[src/hw/rtl/cobsr_pkg.sv]
// cobsr_pkg: shared types and constants for the cobs/r stream decoder
// used by cobsr_step_logic and cobsr_stream_decoder_unit; no dependencies
package cobsr_pkg;

    localparam logic [7:0] FULL_CODE   = 8'hFF;
    localparam int         QUEUE_DEPTH = 4;
    localparam int         QPTR_W      = 2;
    localparam int         QCNT_W      = 3;

    typedef struct packed {
        logic [7:0] group_left;
        logic [7:0] group_code;
        logic       frame_open;
        logic       discarding;
    } dec_state_t;

    typedef struct packed {
        logic [7:0] out_byte;
        logic       byte_valid;
        logic       frame_end;
        logic       bad_frame;
        logic       run_last;
    } result_t;

endpackage

[src/hw/rtl/cobsr_in_if.sv]
// cobsr_in_if: valid/ready channel carrying one encoded byte per transaction
// no dependencies
interface cobsr_in_if;
    logic       valid;
    logic       ready;
    logic [7:0] in_byte;
    logic       frame_last;

    modport source (output valid, output in_byte, output frame_last, input ready);
    modport sink   (input valid, input in_byte, input frame_last, output ready);
endinterface

[src/hw/rtl/cobsr_out_if.sv]
// cobsr_out_if: valid/ready channel carrying one decoded result per transaction
// no dependencies
interface cobsr_out_if;
    logic       valid;
    logic       ready;
    logic [7:0] out_byte;
    logic       byte_valid;
    logic       frame_end;
    logic       bad_frame;
    logic       run_last;

    modport source (output valid, output out_byte, output byte_valid, output frame_end,
                    output bad_frame, output run_last, input ready);
    modport sink   (input valid, input out_byte, input byte_valid, input frame_end,
                    input bad_frame, input run_last, output ready);
endinterface

[src/hw/rtl/cobsr_step_logic.sv]
// cobsr_step_logic: combinational decode of one encoded byte against the group state
// gives next state and up to two results; depends on cobsr_pkg
module cobsr_step_logic (
    input  cobsr_pkg::dec_state_t state,
    input  logic [7:0]            in_byte,
    input  logic                  frame_last,
    output cobsr_pkg::dec_state_t state_next,
    output cobsr_pkg::result_t    res0,
    output cobsr_pkg::result_t    res1,
    output logic [1:0]            n_results
);

    always_comb
    begin
        logic       is_code;
        logic       first_en;
        logic [7:0] first_byte;
        logic [7:0] left_new;
        logic [7:0] tail_byte;
        logic       tail_en;

        is_code    = (state.group_left == 8'd0);
        first_en   = is_code ? (state.frame_open && (state.group_code != cobsr_pkg::FULL_CODE))
                             : 1'b1;
        first_byte = is_code ? 8'd0 : in_byte;
        left_new   = is_code ? (in_byte - 8'd1) : (state.group_left - 8'd1);
        tail_byte  = is_code ? in_byte : state.group_code;
        tail_en    = frame_last && (left_new != 8'd0);

        res0       = '0;
        res1       = '0;
        n_results  = 2'd0;
        state_next = state;

        if (state.discarding || (in_byte == 8'd0))
        begin
            if (frame_last)
            begin
                res0.frame_end = 1'b1;
                res0.bad_frame = 1'b1;
                res0.run_last  = 1'b1;
                n_results      = 2'd1;
                state_next     = '0;
            end
            else
            begin
                state_next.discarding = 1'b1;
            end
        end
        else
        begin
            state_next.group_left = left_new;
            state_next.frame_open = 1'b1;
            if (is_code)
            begin
                state_next.group_code = in_byte;
            end

            if (first_en && tail_en)
            begin
                res0.out_byte   = first_byte;
                res0.byte_valid = 1'b1;
                res1.out_byte   = tail_byte;
                res1.byte_valid = 1'b1;
                res1.frame_end  = frame_last;
                res1.run_last   = 1'b1;
                n_results       = 2'd2;
            end
            else if (first_en || tail_en)
            begin
                res0.out_byte   = first_en ? first_byte : tail_byte;
                res0.byte_valid = 1'b1;
                res0.frame_end  = frame_last;
                res0.run_last   = 1'b1;
                n_results       = 2'd1;
            end
            else if (frame_last)
            begin
                res0.frame_end = 1'b1;
                res0.run_last  = 1'b1;
                n_results      = 2'd1;
            end

            if (frame_last)
            begin
                state_next = '0;
            end
        end
    end

endmodule

[src/hw/rtl/cobsr_stream_decoder_unit.sv]
// cobsr_stream_decoder_unit: top level of the cobs/r stream decoder
// depends on cobsr_pkg, cobsr_in_if, cobsr_out_if and cobsr_step_logic
//
// usage:
// in_stream carries one encoded byte per transaction, frame_last on the final
// byte of a frame. out_stream carries decoded results: out_byte with byte_valid,
// frame_end on the last result of a frame, bad_frame when the frame held a zero
// byte, run_last on the last result caused by one input byte.
// each accepted byte is decoded in the cycle it is accepted and its zero, one or
// two results are registered into a four-entry result queue, whose head is
// offered on out_stream whenever the queue is not empty.
// throughput is one byte per cycle while each byte gives at most one result
// and the receiver takes every result; in_stream.ready is high while the queue
// holds two entries or fewer, so bytes that give two results can fill it.
// when the receiver stalls the queue fills and in_stream.ready drops until
// room for two results is free again; nothing is lost or repeated.
// reset empties the queue and returns the decoder to the start of a frame.
module cobsr_stream_decoder_unit (
    input  logic               clk,
    input  logic               rst_n,
    cobsr_in_if.sink           in_stream,
    cobsr_out_if.source        out_stream
);

    cobsr_pkg::dec_state_t                state_reg;
    cobsr_pkg::dec_state_t                state_next;
    cobsr_pkg::result_t                   res0;
    cobsr_pkg::result_t                   res1;
    logic [1:0]                           n_results;
    cobsr_pkg::result_t                   queue_mem [cobsr_pkg::QUEUE_DEPTH];
    logic [cobsr_pkg::QPTR_W-1:0]         wr_ptr_reg;
    logic [cobsr_pkg::QPTR_W-1:0]         rd_ptr_reg;
    logic [cobsr_pkg::QCNT_W-1:0]         count_reg;
    logic [cobsr_pkg::QCNT_W-1:0]         count_next;
    logic                                 in_accept;
    logic                                 out_accept;
    logic [1:0]                           n_push;
    cobsr_pkg::result_t                   head;

    cobsr_step_logic u_step (
        .state      (state_reg),
        .in_byte    (in_stream.in_byte),
        .frame_last (in_stream.frame_last),
        .state_next (state_next),
        .res0       (res0),
        .res1       (res1),
        .n_results  (n_results)
    );

    assign in_stream.ready = (count_reg < cobsr_pkg::QCNT_W'(3));
    assign in_accept       = in_stream.valid && in_stream.ready;
    assign out_accept      = out_stream.valid && out_stream.ready;
    assign n_push          = in_accept ? n_results : 2'd0;
    assign count_next      = count_reg + cobsr_pkg::QCNT_W'(n_push)
                             - cobsr_pkg::QCNT_W'(out_accept);

    // decoder state
    always_ff @(posedge clk or negedge rst_n)
    begin
        if (!rst_n)
        begin
            state_reg <= '0;
        end
        else if (in_accept)
        begin
            state_reg <= state_next;
        end
    end

    // result queue storage
    always_ff @(posedge clk)
    begin
        if (n_push != 2'd0)
        begin
            queue_mem[wr_ptr_reg] <= res0;
        end
        if (n_push == 2'd2)
        begin
            queue_mem[wr_ptr_reg + cobsr_pkg::QPTR_W'(1)] <= res1;
        end
    end

    // result queue pointers
    always_ff @(posedge clk or negedge rst_n)
    begin
        if (!rst_n)
        begin
            wr_ptr_reg <= '0;
            rd_ptr_reg <= '0;
            count_reg  <= '0;
        end
        else
        begin
            wr_ptr_reg <= wr_ptr_reg + cobsr_pkg::QPTR_W'(n_push);
            rd_ptr_reg <= rd_ptr_reg + cobsr_pkg::QPTR_W'(out_accept);
            count_reg  <= count_next;
        end
    end

    assign head                  = queue_mem[rd_ptr_reg];
    assign out_stream.valid      = (count_reg != '0);
    assign out_stream.out_byte   = head.out_byte;
    assign out_stream.byte_valid = head.byte_valid;
    assign out_stream.frame_end  = head.frame_end;
    assign out_stream.bad_frame  = head.bad_frame;
    assign out_stream.run_last   = head.run_last;

    a_count_bound: assert property (@(posedge clk) disable iff (!rst_n)
        count_reg <= cobsr_pkg::QCNT_W'(cobsr_pkg::QUEUE_DEPTH))
        else $error("result queue overflow");

    a_ptr_match: assert property (@(posedge clk) disable iff (!rst_n)
        (wr_ptr_reg - rd_ptr_reg) == count_reg[cobsr_pkg::QPTR_W-1:0])
        else $error("queue pointers disagree with count");

    a_bad_at_end: assert property (@(posedge clk) disable iff (!rst_n)
        (out_stream.valid && out_stream.bad_frame) |->
        (out_stream.frame_end && !out_stream.byte_valid))
        else $error("bad_frame outside an empty frame end result");

    a_end_is_run_last: assert property (@(posedge clk) disable iff (!rst_n)
        (out_stream.valid && out_stream.frame_end) |-> out_stream.run_last)
        else $error("frame end result not marked run_last");

    a_fresh_frame: assert property (@(posedge clk) disable iff (!rst_n)
        (in_accept && in_stream.frame_last) |=> (state_reg == '0))
        else $error("state not cleared after frame end");

endmodule

[src/flat_wrapper.sv]
// flat-port wrapper written by rule: the top's interface ports become plain ports
module cobsr_stream_decoder_unit_flat 
  (clk, rst_n, in_stream_valid, in_stream_in_byte, in_stream_frame_last, in_stream_ready, out_stream_valid, out_stream_out_byte, out_stream_byte_valid, out_stream_frame_end, out_stream_bad_frame, out_stream_run_last, out_stream_ready);
  cobsr_in_if in_stream_i ();
  cobsr_out_if out_stream_i ();
  input  logic clk;
  input  logic rst_n;
  input wire logic [$bits(in_stream_i.valid)-1:0] in_stream_valid;
  input wire logic [$bits(in_stream_i.in_byte)-1:0] in_stream_in_byte;
  input wire logic [$bits(in_stream_i.frame_last)-1:0] in_stream_frame_last;
  output wire logic [$bits(in_stream_i.ready)-1:0] in_stream_ready;
  output wire logic [$bits(out_stream_i.valid)-1:0] out_stream_valid;
  output wire logic [$bits(out_stream_i.out_byte)-1:0] out_stream_out_byte;
  output wire logic [$bits(out_stream_i.byte_valid)-1:0] out_stream_byte_valid;
  output wire logic [$bits(out_stream_i.frame_end)-1:0] out_stream_frame_end;
  output wire logic [$bits(out_stream_i.bad_frame)-1:0] out_stream_bad_frame;
  output wire logic [$bits(out_stream_i.run_last)-1:0] out_stream_run_last;
  input wire logic [$bits(out_stream_i.ready)-1:0] out_stream_ready;
  assign in_stream_i.valid = in_stream_valid;
  assign in_stream_i.in_byte = in_stream_in_byte;
  assign in_stream_i.frame_last = in_stream_frame_last;
  assign in_stream_ready = in_stream_i.ready;
  assign out_stream_valid = out_stream_i.valid;
  assign out_stream_out_byte = out_stream_i.out_byte;
  assign out_stream_byte_valid = out_stream_i.byte_valid;
  assign out_stream_frame_end = out_stream_i.frame_end;
  assign out_stream_bad_frame = out_stream_i.bad_frame;
  assign out_stream_run_last = out_stream_i.run_last;
  assign out_stream_i.ready = out_stream_ready;
  cobsr_stream_decoder_unit u_core (.clk(clk), .rst_n(rst_n), .in_stream(in_stream_i), .out_stream(out_stream_i));
endmodule
[config.mk]
export PLATFORM = sky130hd
export DESIGN_NAME = cobsr_stream_decoder_unit_flat
export DESIGN_NICKNAME = d
export VERILOG_FILES = /design/src/hw/rtl/cobsr_pkg.sv /design/src/hw/rtl/cobsr_in_if.sv /design/src/hw/rtl/cobsr_out_if.sv /design/src/hw/rtl/cobsr_step_logic.sv /design/src/hw/rtl/cobsr_stream_decoder_unit.sv /design/src/flat_wrapper.sv
export SDC_FILE = /design/constraint.sdc
export NUM_CORES = 1
export LEC_CHECK = 0
export BUFFER_PORTS_ARGS = -buffer_cell sky130_fd_sc_hd__buf_2
export CORE_ASPECT_RATIO = 2
export CORE_MARGIN = 5
export CORE_UTILIZATION = 55
export DETAILED_ROUTE_END_ITERATION = 16
export PLACE_DENSITY_LB_ADDON = 0.3
export SYNTH_ARGS = -nofsm -noshare
export SYNTH_HDL_FRONTEND = slang
export SYNTH_HIERARCHICAL = 1
export SYNTH_SLANG_ARGS = --single-unit
[constraint.sdc]
create_clock -name clk -period 5 [get_ports clk]
set_input_delay 1.5 -clock clk [delete_from_list [all_inputs] [get_ports clk]]
set_output_delay 1.5 -clock clk [all_outputs]
set_load 0.02 [all_outputs]
-- Word level (Yosys, flattened, before mapping)
Memory sizes are Yosys's and may differ from the RTL's.
Index checks and enable logic that the tools add are counted.
- add/subtract/negate cells: 7
- $mul: 0
- div/mod/pow operators: 0
- order comparisons: 1
- equality and inequality tests: 3
- shifts and indexed selects: 0
- multiplexer cells: 34
- bitwise operators: 0
- reductions and logical operators: 15
- operators by type and width (kind ; number):
    two-way mux 18 bit ; 2
    two-way mux 8 bit ; 4
    two-way mux 9 bit ; 3
    two-way mux 10 bit ; 2
    two-way mux 1 bit ; 17
    two-way mux 17 bit ; 1
    zero test 8 bit ; 2
    subtractor 8 x 1 -> 8 bit (second input constant) ; 2
    two-way mux 2 bit ; 4
    inequality test 8 bit (second input constant) ; 1
    nonzero test 8 bit ; 1
    logical AND 1 bit ; 5
    AND reduction 2 bit ; 2
    nonzero test 2 bit ; 2
    adder 3 x 2 -> 3 bit ; 1
    less-than comparator 3 x 2 -> 1 bit (second input constant) ; 1
    two-way mux 3 bit ; 1
    nonzero test 3 bit ; 1
    subtractor 3 x 1 -> 3 bit ; 1
    adder 2 x 1 -> 2 bit ; 1
    adder 2 x 1 -> 2 bit (second input constant) ; 1
    adder 2 bit ; 1
    equality test 2 bit (second input constant) ; 1
    logical OR 1 bit ; 2
    inequality test 2 bit (second input constant) ; 1
- register bits after elaboration: 25
- bits in latches: 0
- memory bits (writable): 48
- bits in read-only memories: 0
- input port bits: 13
- output and inout bits: 14
- memories kept: 1
- memories (memory ; depth ; width ; read ports ; clocked after memory_dff ; wr ports ; line ; RTL):
    u_core.queue_mem ; 4 ; 12 ; 1 ; 0 ; 2 ; cobsr_stream_decoder_unit.sv:30 ; cobsr_pkg::result_t queue_mem [cobsr_pkg::QUEUE_DEPTH];

-- Logic depth before layout (Yosys ltp)
Gate-level depths: netlist of the first run.
- depth after elaboration: 12
- depth in mapped cells: 21
- depth with buffers taken out: 18

-- By module
The synthesis of the first run kept the hierarchy.
- modules (own cells, without submodules) (module ; instances ; cells an instance ; area each (µm²) ; seq. area each (µm²)):
    cobsr_stream_decoder_unit ; 1 ; 203 ; 3444.6 ; 2067.0
    cobsr_step_logic ; 1 ; 167 ; 1004.7 ; 0.0

-- Least setup slack after synthesis of the first run
OpenSTA, ideal clock, no wires.
- path type: input port to flip-flop
- from: input port in_stream_in_byte[0]
- to: memory u_core/queue_mem[1][0] (netlist name) (enable)
- setup time: 0.400 ns
- arrival: 4.275 ns
- data required time: 4.600 ns
- setup slack: 0.325 ns
- stages on the path: 10
- path buffers: 0
- cell sequence: a21oi_1 ha_1 inv_1 a311oi_1 o2111ai_2 xor2_2 o311ai_2 o21a_1 nand2_1 a211oi_1
- RTL lines (element ; line ; RTL):
    from (decl) ; flat_wrapper.sv:9 ; input wire logic [$bits(in_stream_i.in_byte)-1:0] in_stream_in_byte;
    to (decl) ; cobsr_stream_decoder_unit.sv:30 ;

-- Worst setup path after layout of the first run
- from: input port in_stream_in_byte[0]
- to: register u_core/count_reg[2] (netlist name)
- longest elaborated chain between the ends: 11
- elaborated cells on any way between the ends: 14
- classes of those cells: add/sub (3); mux (5); reduce/logical (6)
- RTL lines (element ; line ; RTL):
    subtractor 8 x 1 -> 8 bit ; cobsr_step_logic.sv:26 ; left_new = is_code ? (in_byte - 8'd1) : (state.group_left - 8'd1);
    two-way mux 8 bit ; cobsr_step_logic.sv:26 ;
    nonzero test 8 bit ; cobsr_step_logic.sv:28 ; tail_en = frame_last && (left_new != 8'd0);
    logical AND 1 bit ; cobsr_step_logic.sv:28 ;
    logical OR 1 bit ; cobsr_step_logic.sv:69 ; else if (first_en || tail_en)
    two-way mux 2 bit ; cobsr_step_logic.sv:69 ;
    two-way mux 2 bit ; cobsr_step_logic.sv:59 ; if (first_en && tail_en)
    two-way mux 2 bit * ; cobsr_step_logic.sv:35 ; if (state.discarding || (in_byte == 8'd0))
    net u_core.n_results[0] ; cobsr_stream_decoder_unit.sv:29 ; logic [1:0] n_results;
    two-way mux 2 bit * ; cobsr_stream_decoder_unit.sv:53 ; assign n_push = in_accept ? n_results : 2'd0;
    adder 3 x 2 -> 3 bit * ; cobsr_stream_decoder_unit.sv:54 ; assign count_next = count_reg + cobsr_pkg::QCNT_W'(n_push)
    subtractor 3 x 1 -> 3 bit * ; cobsr_stream_decoder_unit.sv:55 ; - cobsr_pkg::QCNT_W'(out_accept);
    net u_core.count_next (one bit) ; cobsr_stream_decoder_unit.sv:34 ; logic [cobsr_pkg::QCNT_W-1:0] count_next;
    to (signal assigned) ; cobsr_stream_decoder_unit.sv:96 ; count_reg <= count_next;
    to (decl) ; cobsr_stream_decoder_unit.sv:33 ; logic [cobsr_pkg::QCNT_W-1:0] count_reg;
Mark *: on every way through the listed nets, which the timed path passes. The rest lies on a longest branch.
A chain may end at the register's enable or synchronous reset.

==> impl_metrics.json, run 1 <==
{
  "vdd_ir_drop_max_mv": 0.446,
  "cts.repair_timing.setup_buffer_count": 0,
  "cts_htree_levels": 3,
  "power_switching_mw": 1.24,
  "cp-start-kind": "input pin",
  "cts.clk_slew.worst_paths_ns": 0.05,
  "die_h_um": 137,
  "routed_wire_length_per_instance_um": 20.0,
  "max-clock-path-buffers": 2,
  "number_of_flops_mapped_to_enable_cells_by_yosys": 48,
  "grt_first_pass_wirelength_um": 16600,
  "floorplan.rows": 46,
  "worstPathMaxFanout": 5,
  "path_delay_family": "compound AO/OA/AOI/OAI gates",
  "width_of_the_die_um": 73.6,
  "initial_core_util_pct": 56.0,
  "cts_made_buffers": 9,
  "remaining_number_of_nets_flagged_by_the_antenna_check_after_routing": 0,
  "worst_hold_path_type": "reg -> reg",
  "area_growth_pct": 13.3,
  "layout_common_cells": "65 x sky130_fd_sc_hd__mux2_2, 48 x sky130_fd_sc_hd__edfxtp_1, 37 x sky130_fd_sc_hd__nand2_1, 26 x sky130_fd_sc_hd__buf_2, 25 x sky130_fd_sc_hd__dfrtp_1",
  "path_class": "in -> reg",
  "maxCapViolCount": 0,
  "p_int_mw": 1.93,
  "route.detailed.drc": 0,
  "finalWeightedCongestion": 0.948,
  "layout_min_cycle_time_ns": 4.68,
  "postSynthRegisterBits": 73,
  "design.core.area_mm2": 0.00794,
  "num-fill-cells": 644,
  "post-route-util_pct": 63.5,
  "clock_sink_count": 73,
  "critPathMaxStageDelay_ns": 0.38,
  "clk_latency_ns": 0.33,
  "grt_overflow": 0,
  "numPortBuffers": 26,
  "num_io_pins": 27,
  "cp_data_required_time_ns": 5.25,
  "root_buffer": "sky130_fd_sc_hd__clkbuf_16",
  "track_usage_pct": 22.2,
  "power.share.clock_pct": 21.5,
  "synthCells": 370,
  "yosysSeqAreaShare_pct": 46.5,
  "max_slew.worst_pin.slew_ns": 0.981,
  "synthesis.nets": 391,
  "power.leakage_nw": 1.94,
  "power_per_cell_area_mw_per_mm2": 628,
  "viasPerCell": 6.16,
  "timing.clock.skew_ns": 0.00470,
  "hold_buf_count_cts": 0,
  "grt_antenna_before_repair": 0,
  "timing.critical_path.buf_inv": 4,
  "via_count_of_the_routed_design": 3079,
  "mostFrequentLayoutCell": "sky130_fd_sc_hd__mux2_2",
  "tritoncts": "yes",
  "fin_setup_tns_ns": 0,
  "timing.final.hold_violations": 0,
  "fraction_of_the_cycle_the_final_worst_path_needs_pct": 93.5,
  "worst-endpoint-arrival_ns": 4.92,
  "post_synth_num_cell_types": 52,
  "grt_start_max_net_pins": 26,
  "ys_dominant_reg_cell": "sky130_fd_sc_hd__edfxtp_1",
  "relSlewSlack_pct": 34.5,
  "final_max_slew_viol_count": 0,
  "first_pass_iters": 4,
  "dp_hpwl_um": 7330,
  "largest_register_ffs": 48,
  "antenna_cells": 0,
  "setup_viol": 0,
  "die_area_mm2": 0.0101,
  "detail_route.wirelength_um": 10000,
  "pwr-share-comb_pct": 46.2,
  "power.share.sequential_pct": 32.2,
  "fmax_mhz": 214,
  "avgSynthCellArea_um2": 12.0,
  "status": "completed",
  "async_reset_ff_share_pct": 34.2,
  "number_of_resized_instances_in_the_post_cts_repair_step": 0,
  "dr.first_iter.drc_count": 213,
  "synthesis.yosys.warnings": 6,
  "power.switching_fraction_pct": 39.1,
  "critical_path_cell_list": "buf_2 -> a21oi_1 -> ha_1 -> inv_1 -> a311oi_1 -> o2111ai_2 -> xor2_2 -> o311ai_2 -> o21a_1 -> and3_1 -> inv_1 -> ha_1 -> inv_1 -> ha_1 -> fa_1 -> xnor2_1 -> xnor2_1",
  "grt_setup_unrepaired": "no",
  "syn-cell-area_mm2": 0.00445,
  "fraction_of_layout_instances_using_a_drive_strength_above_1_pct": 38.4,
  "layout.nets": 421,
  "cp_slowest_cell": "sky130_fd_sc_hd__fa_1",
  "endpoint_kind": "flip-flop",
  "first_global_vias": 3271
}
## area by class of cell
| type | count | area [µm²] | area share (%) |
|---|---|---|---|
| multi-input cells | 263 | 2220 | 44.1 |
| flip-flops and latches | 73 | 2070 | 41.0 |
| repair buffers | 41 | 268 | 5.31 |
| clock buffers | 10 | 239 | 4.74 |
| well taps | 96 | 120 | 2.38 |
| clock inverters | 5 | 80.1 | 1.59 |
| inverters | 12 | 45.0 | 0.893 |
## cell usage after synthesis, drive strengths merged (3+ instances only)
| library cell | count | area (µm²) |
|---|---|---|
| mux2 | 67 | 754 |
| edfxtp | 48 | 1440 |
| nand2 | 38 | 145 |
| a21oi | 28 | 181 |
| dfrtp | 25 | 626 |
| buf | 17 | 105 |
| nor2 | 16 | 60.1 |
| inv | 12 | 45.1 |
| mux4 | 12 | 270 |
| nand3 | 9 | 45.0 |
| a21boi | 7 | 52.6 |
| ha | 7 | 87.6 |
| nand4 | 7 | 43.8 |
| nor3 | 6 | 35.0 |
| xnor2 | 6 | 52.6 |
| and2 | 5 | 31.3 |
| clkbuf | 5 | 18.8 |
| o21ai | 5 | 25.0 |
| a211oi | 4 | 30.0 |
| a31oi | 4 | 25.0 |
| xor2 | 4 | 42.6 |
| and3 | 3 | 18.8 |
| mux2i | 3 | 30.0 |
| nand2b | 3 | 18.8 |
| o211ai | 3 | 22.5 |
| o21a | 3 | 22.5 |
| o31ai | 3 | 22.5 |
| or3 | 3 | 18.8 |
## metrics by stage
| stage | instances | hold WS (ns) | setup WS (ns) | power, mW | area, µm² |
|---|---|---|---|---|---|
| after CTS | 500 | 0.561 | 0.343 | 3.19 | 5040 |
| after global routing | 500 | 0.569 | 0.135 | 3.37 | 5040 |
| after floorplan | 370 | 0.496 | 0.325 | 2.12 | 4450 |
| after global placement | 485 | 0.539 | 0.214 | 2.46 | 4720 |
| after detailed placement | 485 | 0.539 | 0.0197 | 2.49 | 4720 |
| final | 500 | 0.555 | 0.325 | 3.17 | 5040 |
## layer usage
layer | share of wire, % | GRT usage (%) | vias to the layer above
li1 | - | - | 1446
met4 | 4.1 | 13.0 | 0
met1 | 35 | 22.1 | 1515
met2 | 58 | 41.2 | 87
met5 | 0 | 0 | -
met3 | 3.2 | 3.73 | 31
## cells by family after synthesis
logic type / after synthesis / share of synthesized area [%]
AOI/OAI and AO/OA: 64 / 10.3
buffers and inverters: 34 / 3.80
DFF: 73 / 46.5
other: 1 / 0.0843
adders and majority gates: 8 / 2.42
muxes: 82 / 23.7
and+or+nand+nor: 98 / 11.1
xor gates and xnor gates: 10 / 2.14
## worst reg2reg max path, cell delays in order (launching register included)
cell                        delay (ns)
sky130_fd_sc_hd__dfrtp_1          0.51
sky130_fd_sc_hd__nor4_2           0.13
sky130_fd_sc_hd__and2_1           0.20
sky130_fd_sc_hd__a21oi_1          0.26
sky130_fd_sc_hd__ha_1             0.20
sky130_fd_sc_hd__inv_1            0.08
sky130_fd_sc_hd__a311oi_1         0.38
sky130_fd_sc_hd__o2111ai_2        0.21
sky130_fd_sc_hd__xor2_2           0.25
sky130_fd_sc_hd__o311ai_2         0.33
sky130_fd_sc_hd__o21a_1           0.19
sky130_fd_sc_hd__and3_1           0.18
sky130_fd_sc_hd__inv_1            0.05
sky130_fd_sc_hd__ha_1             0.26
sky130_fd_sc_hd__inv_1            0.04
sky130_fd_sc_hd__ha_1             0.18
sky130_fd_sc_hd__fa_1             0.38
sky130_fd_sc_hd__xnor2_1          0.21
sky130_fd_sc_hd__xnor2_1          0.14
## power groups by stage
stage	Combinational (mW)	Sequential (mW)	Clock [mW]
2_1_floorplan	1.18	0.941	0
3_3_place_gp	1.43	1.03	0
3_5_place_dp	1.46	1.04	0
4_1_cts	1.47	1.03	0.697
5_1_grt	1.60	1.05	0.721
6_report	1.46	1.02	0.683
## worst paths after layout
path | startpoint | end | slack (ns) | cells after the start
worst min register to register | u_core/count_reg[2]$_DFF_PN0_ | u_core/count_reg[2]$_DFF_PN0_ | 0.56 | 1
worst min-delay path | u_core/count_reg[2]$_DFF_PN0_ | u_core/count_reg[2]$_DFF_PN0_ | 0.56 | 1
min in group asynchronous | rst_n | u_core/rd_ptr_reg[1]$_DFF_PN0_ | 1.19 | 1
worst max register to register | u_core/state_reg[17]$_DFFE_PN0N_ | u_core/count_reg[2]$_DFF_PN0_ | 0.77 | 18
max in group asynchronous | rst_n | u_core/state_reg[5]$_DFFE_PN0N_ | 3.39 | 1
worst max-delay path | in_stream_in_byte[0] | u_core/count_reg[2]$_DFF_PN0_ | 0.32 | 17
No activity file was read; power rests on OpenSTA's default activity.
==> run 2: changes to the inputs <==
PLACE_DENSITY = 0.73   (was default)
PLACE_DENSITY_LB_ADDON = default   (was 0.3)
==> run 2 against run 1 <==
Compared with the run above: global-route usage grew 0.67 points; die area unchanged; clock power down 15%; clock skew down 0.0014 ns; first-iteration DRC count rose by 2.3%; sequential share of layout area grew 0.65 points; flip-flop and latch count stayed put; largest power group unchanged; highest routed layer unchanged.
==> impl_metrics.json, run 2 (same netlist as run 1, synthesis figures left out) <==
{
  "cts_made_buffers": 9,
  "antenna_cells": 0,
  "detail_route.wirelength_um": 10100,
  "tritoncts": "yes",
  "worstHoldPathCells": 1,
  "worst-endpoint-arrival_ns": 4.88,
  "fin_setup_tns_ns": 0,
  "worstPathMaxFanout": 5,
  "worst_hold_path_type": "reg -> reg",
  "reg2reg_to": "u_core/count_reg[2]$_DFF_PN0_",
  "whs_endpoint": "u_core/count_reg[2]$_DFF_PN0_",
  "dp_hpwl_um": 7410,
  "grt_setup_unrepaired": "no",
  "number_of_resized_instances_in_the_post_cts_repair_step": 0,
  "root_buffer": "sky130_fd_sc_hd__clkbuf_16",
  "routed_wire_length_per_instance_um": 20.3,
  "vdd_ir_drop_max_mv": 0.312,
  "fmax_mhz": 216,
  "num_io_pins": 27,
  "dp_slack_ns": 0.0676,
  "area_growth_pct": 11.6,
  "initial_core_util_pct": 56.0,
  "layout_common_cells": "65 x sky130_fd_sc_hd__mux2_2, 48 x sky130_fd_sc_hd__edfxtp_1, 37 x sky130_fd_sc_hd__nand2_1, 26 x sky130_fd_sc_hd__buf_2, 25 x sky130_fd_sc_hd__dfrtp_1",
  "cts.repair_timing.setup_buffer_count": 0,
  "cts_htree_levels": 3,
  "timing.clock.skew_ns": 0.00331,
  "worst_slack_ns": 0.375,
  "regToRegStartpoint": "u_core/state_reg[17]$_DFFE_PN0N_",
  "design.core.area_mm2": 0.00794,
  "viasPerCell": 6.18,
  "grt_start_max_net_pins": 26,
  "max_slew.worst_pin.slew_ns": 0.982,
  "status": "completed",
  "width_of_the_die_um": 73.6,
  "timing.final.hold_violations": 0,
  "fraction_of_layout_instances_using_a_drive_strength_above_1_pct": 37.9,
  "via_count_of_the_routed_design": 3090,
  "path_class": "in -> reg",
  "cp_data_required_time_ns": 5.25,
  "track_usage_pct": 22.8,
  "power_per_cell_area_mw_per_mm2": 619,
  "die_h_um": 137,
  "mostFrequentLayoutCell": "sky130_fd_sc_hd__mux2_2",
  "endpoint_kind": "flip-flop",
  "fraction_of_the_cycle_the_final_worst_path_needs_pct": 92.5,
  "cp_slowest_cell": "sky130_fd_sc_hd__fa_1",
  "largest_register_ffs": 48,
  "timing.hold.worst.start": "u_core/count_reg[2]$_DFF_PN0_",
  "critPathMaxStageDelay_ns": 0.38,
  "power.leakage_nw": 1.91,
  "regToRegSetupSlack_ns": 0.84,
  "dr.first_iter.drc_count": 218,
  "maxCapViolCount": 0,
  "route.detailed.drc": 0,
  "relSlewSlack_pct": 34.4,
  "worst_hold_slack_ns": 0.543,
  "cp-start-kind": "input pin",
  "layout_min_cycle_time_ns": 4.63,
  "critical_path_cell_list": "buf_2 -> a21oi_1 -> ha_1 -> inv_1 -> a311oi_1 -> o2111ai_2 -> xor2_2 -> o311ai_2 -> o21a_1 -> and3_1 -> inv_1 -> ha_1 -> inv_1 -> ha_1 -> fa_1 -> xnor2_1 -> xnor2_1",
  "finalPower_mw": 3.07,
  "first_pass_iters": 5,
  "clk_latency_ns": 0.33,
  "layout.nets": 420,
  "max-clock-path-buffers": 2,
  "numPortBuffers": 26,
  "final_max_slew_viol_count": 0,
  "floorplan.rows": 46,
  "die_area_mm2": 0.0101,
  "grt_antenna_before_repair": 0,
  "grt_first_pass_wirelength_um": 17000,
  "ff2ff_path_depth": 18,
  "first_global_vias": 3335,
  "hold_buf_count_cts": 0,
  "remaining_number_of_nets_flagged_by_the_antenna_check_after_routing": 0,
  "clock_sink_count": 73,
  "grt_overflow": 0,
  "finalWeightedCongestion": 0.959,
  "setup_viol": 0,
  "cts.clk_slew.worst_paths_ns": 0.05
}
==> run 2: worst max-delay path: cells and delay by family <==
family | cells | cell delay, ns
AOI/OAI and AO/OA | 5 | 1.29
xor gates and xnor gates | 3 | 0.58
adders and majority gates | 4 | 1.02
buffers and inverters | 4 | 0.30
and+or+nand+nor | 1 | 0.18
==> run 2: report_power, final <==
group	total, mW	switching, mW	internal (mW)
registers	1.02	0.193	0.831
clock network	0.583	0.235	0.347
logic	1.46	0.816	0.648
total	3.07	1.25	1.83
==> run 2: worst max-delay path by stage <==
stage	cells after the start	start	to
after detailed placement	17	in_stream_in_byte[0]	u_core/count_reg[2]$_DFF_PN0_
final	17	in_stream_in_byte[0]	u_core/count_reg[2]$_DFF_PN0_
after global routing	17	in_stream_in_byte[0]	u_core/count_reg[2]$_DFF_PN0_
after CTS	17	in_stream_in_byte[0]	u_core/count_reg[2]$_DFF_PN0_
after floorplan	10	in_stream_in_byte[0]	u_core/queue_mem[1][0]$_DFFE_PP_
after global placement	17	in_stream_in_byte[0]	u_core/count_reg[2]$_DFF_PN0_
==> run 2: through the flow <==
stage,area [µm²],cells,util (%)
floorplan,4450,370,-
global placement,4690,484,59.1
detailed placement,4690,484,59.1
CTS,4960,500,62.5
global route,4960,500,62.5
finish,4960,500,62.5
==> run 2: cell type report <==
type / instances / area (µm²)
tap: 96 / 120
fill: 657 / 2980
sequential: 73 / 2070
multi-input combinational: 263 / 2220
clock buffer: 11 / 243
clock inverter: 5 / 30.0
inverter: 12 / 45.0
timing repair buffer: 40 / 235
==> run 2: per-layer routing <==
metal  wire length (µm)  GRT usage [%]  up-vias
li1                   -              -     1445
met1               3590           23.6     1535
met2               5910           42.3       82
met3                263           3.80       28
met4                390           12.1        0
met5                  0              0        -
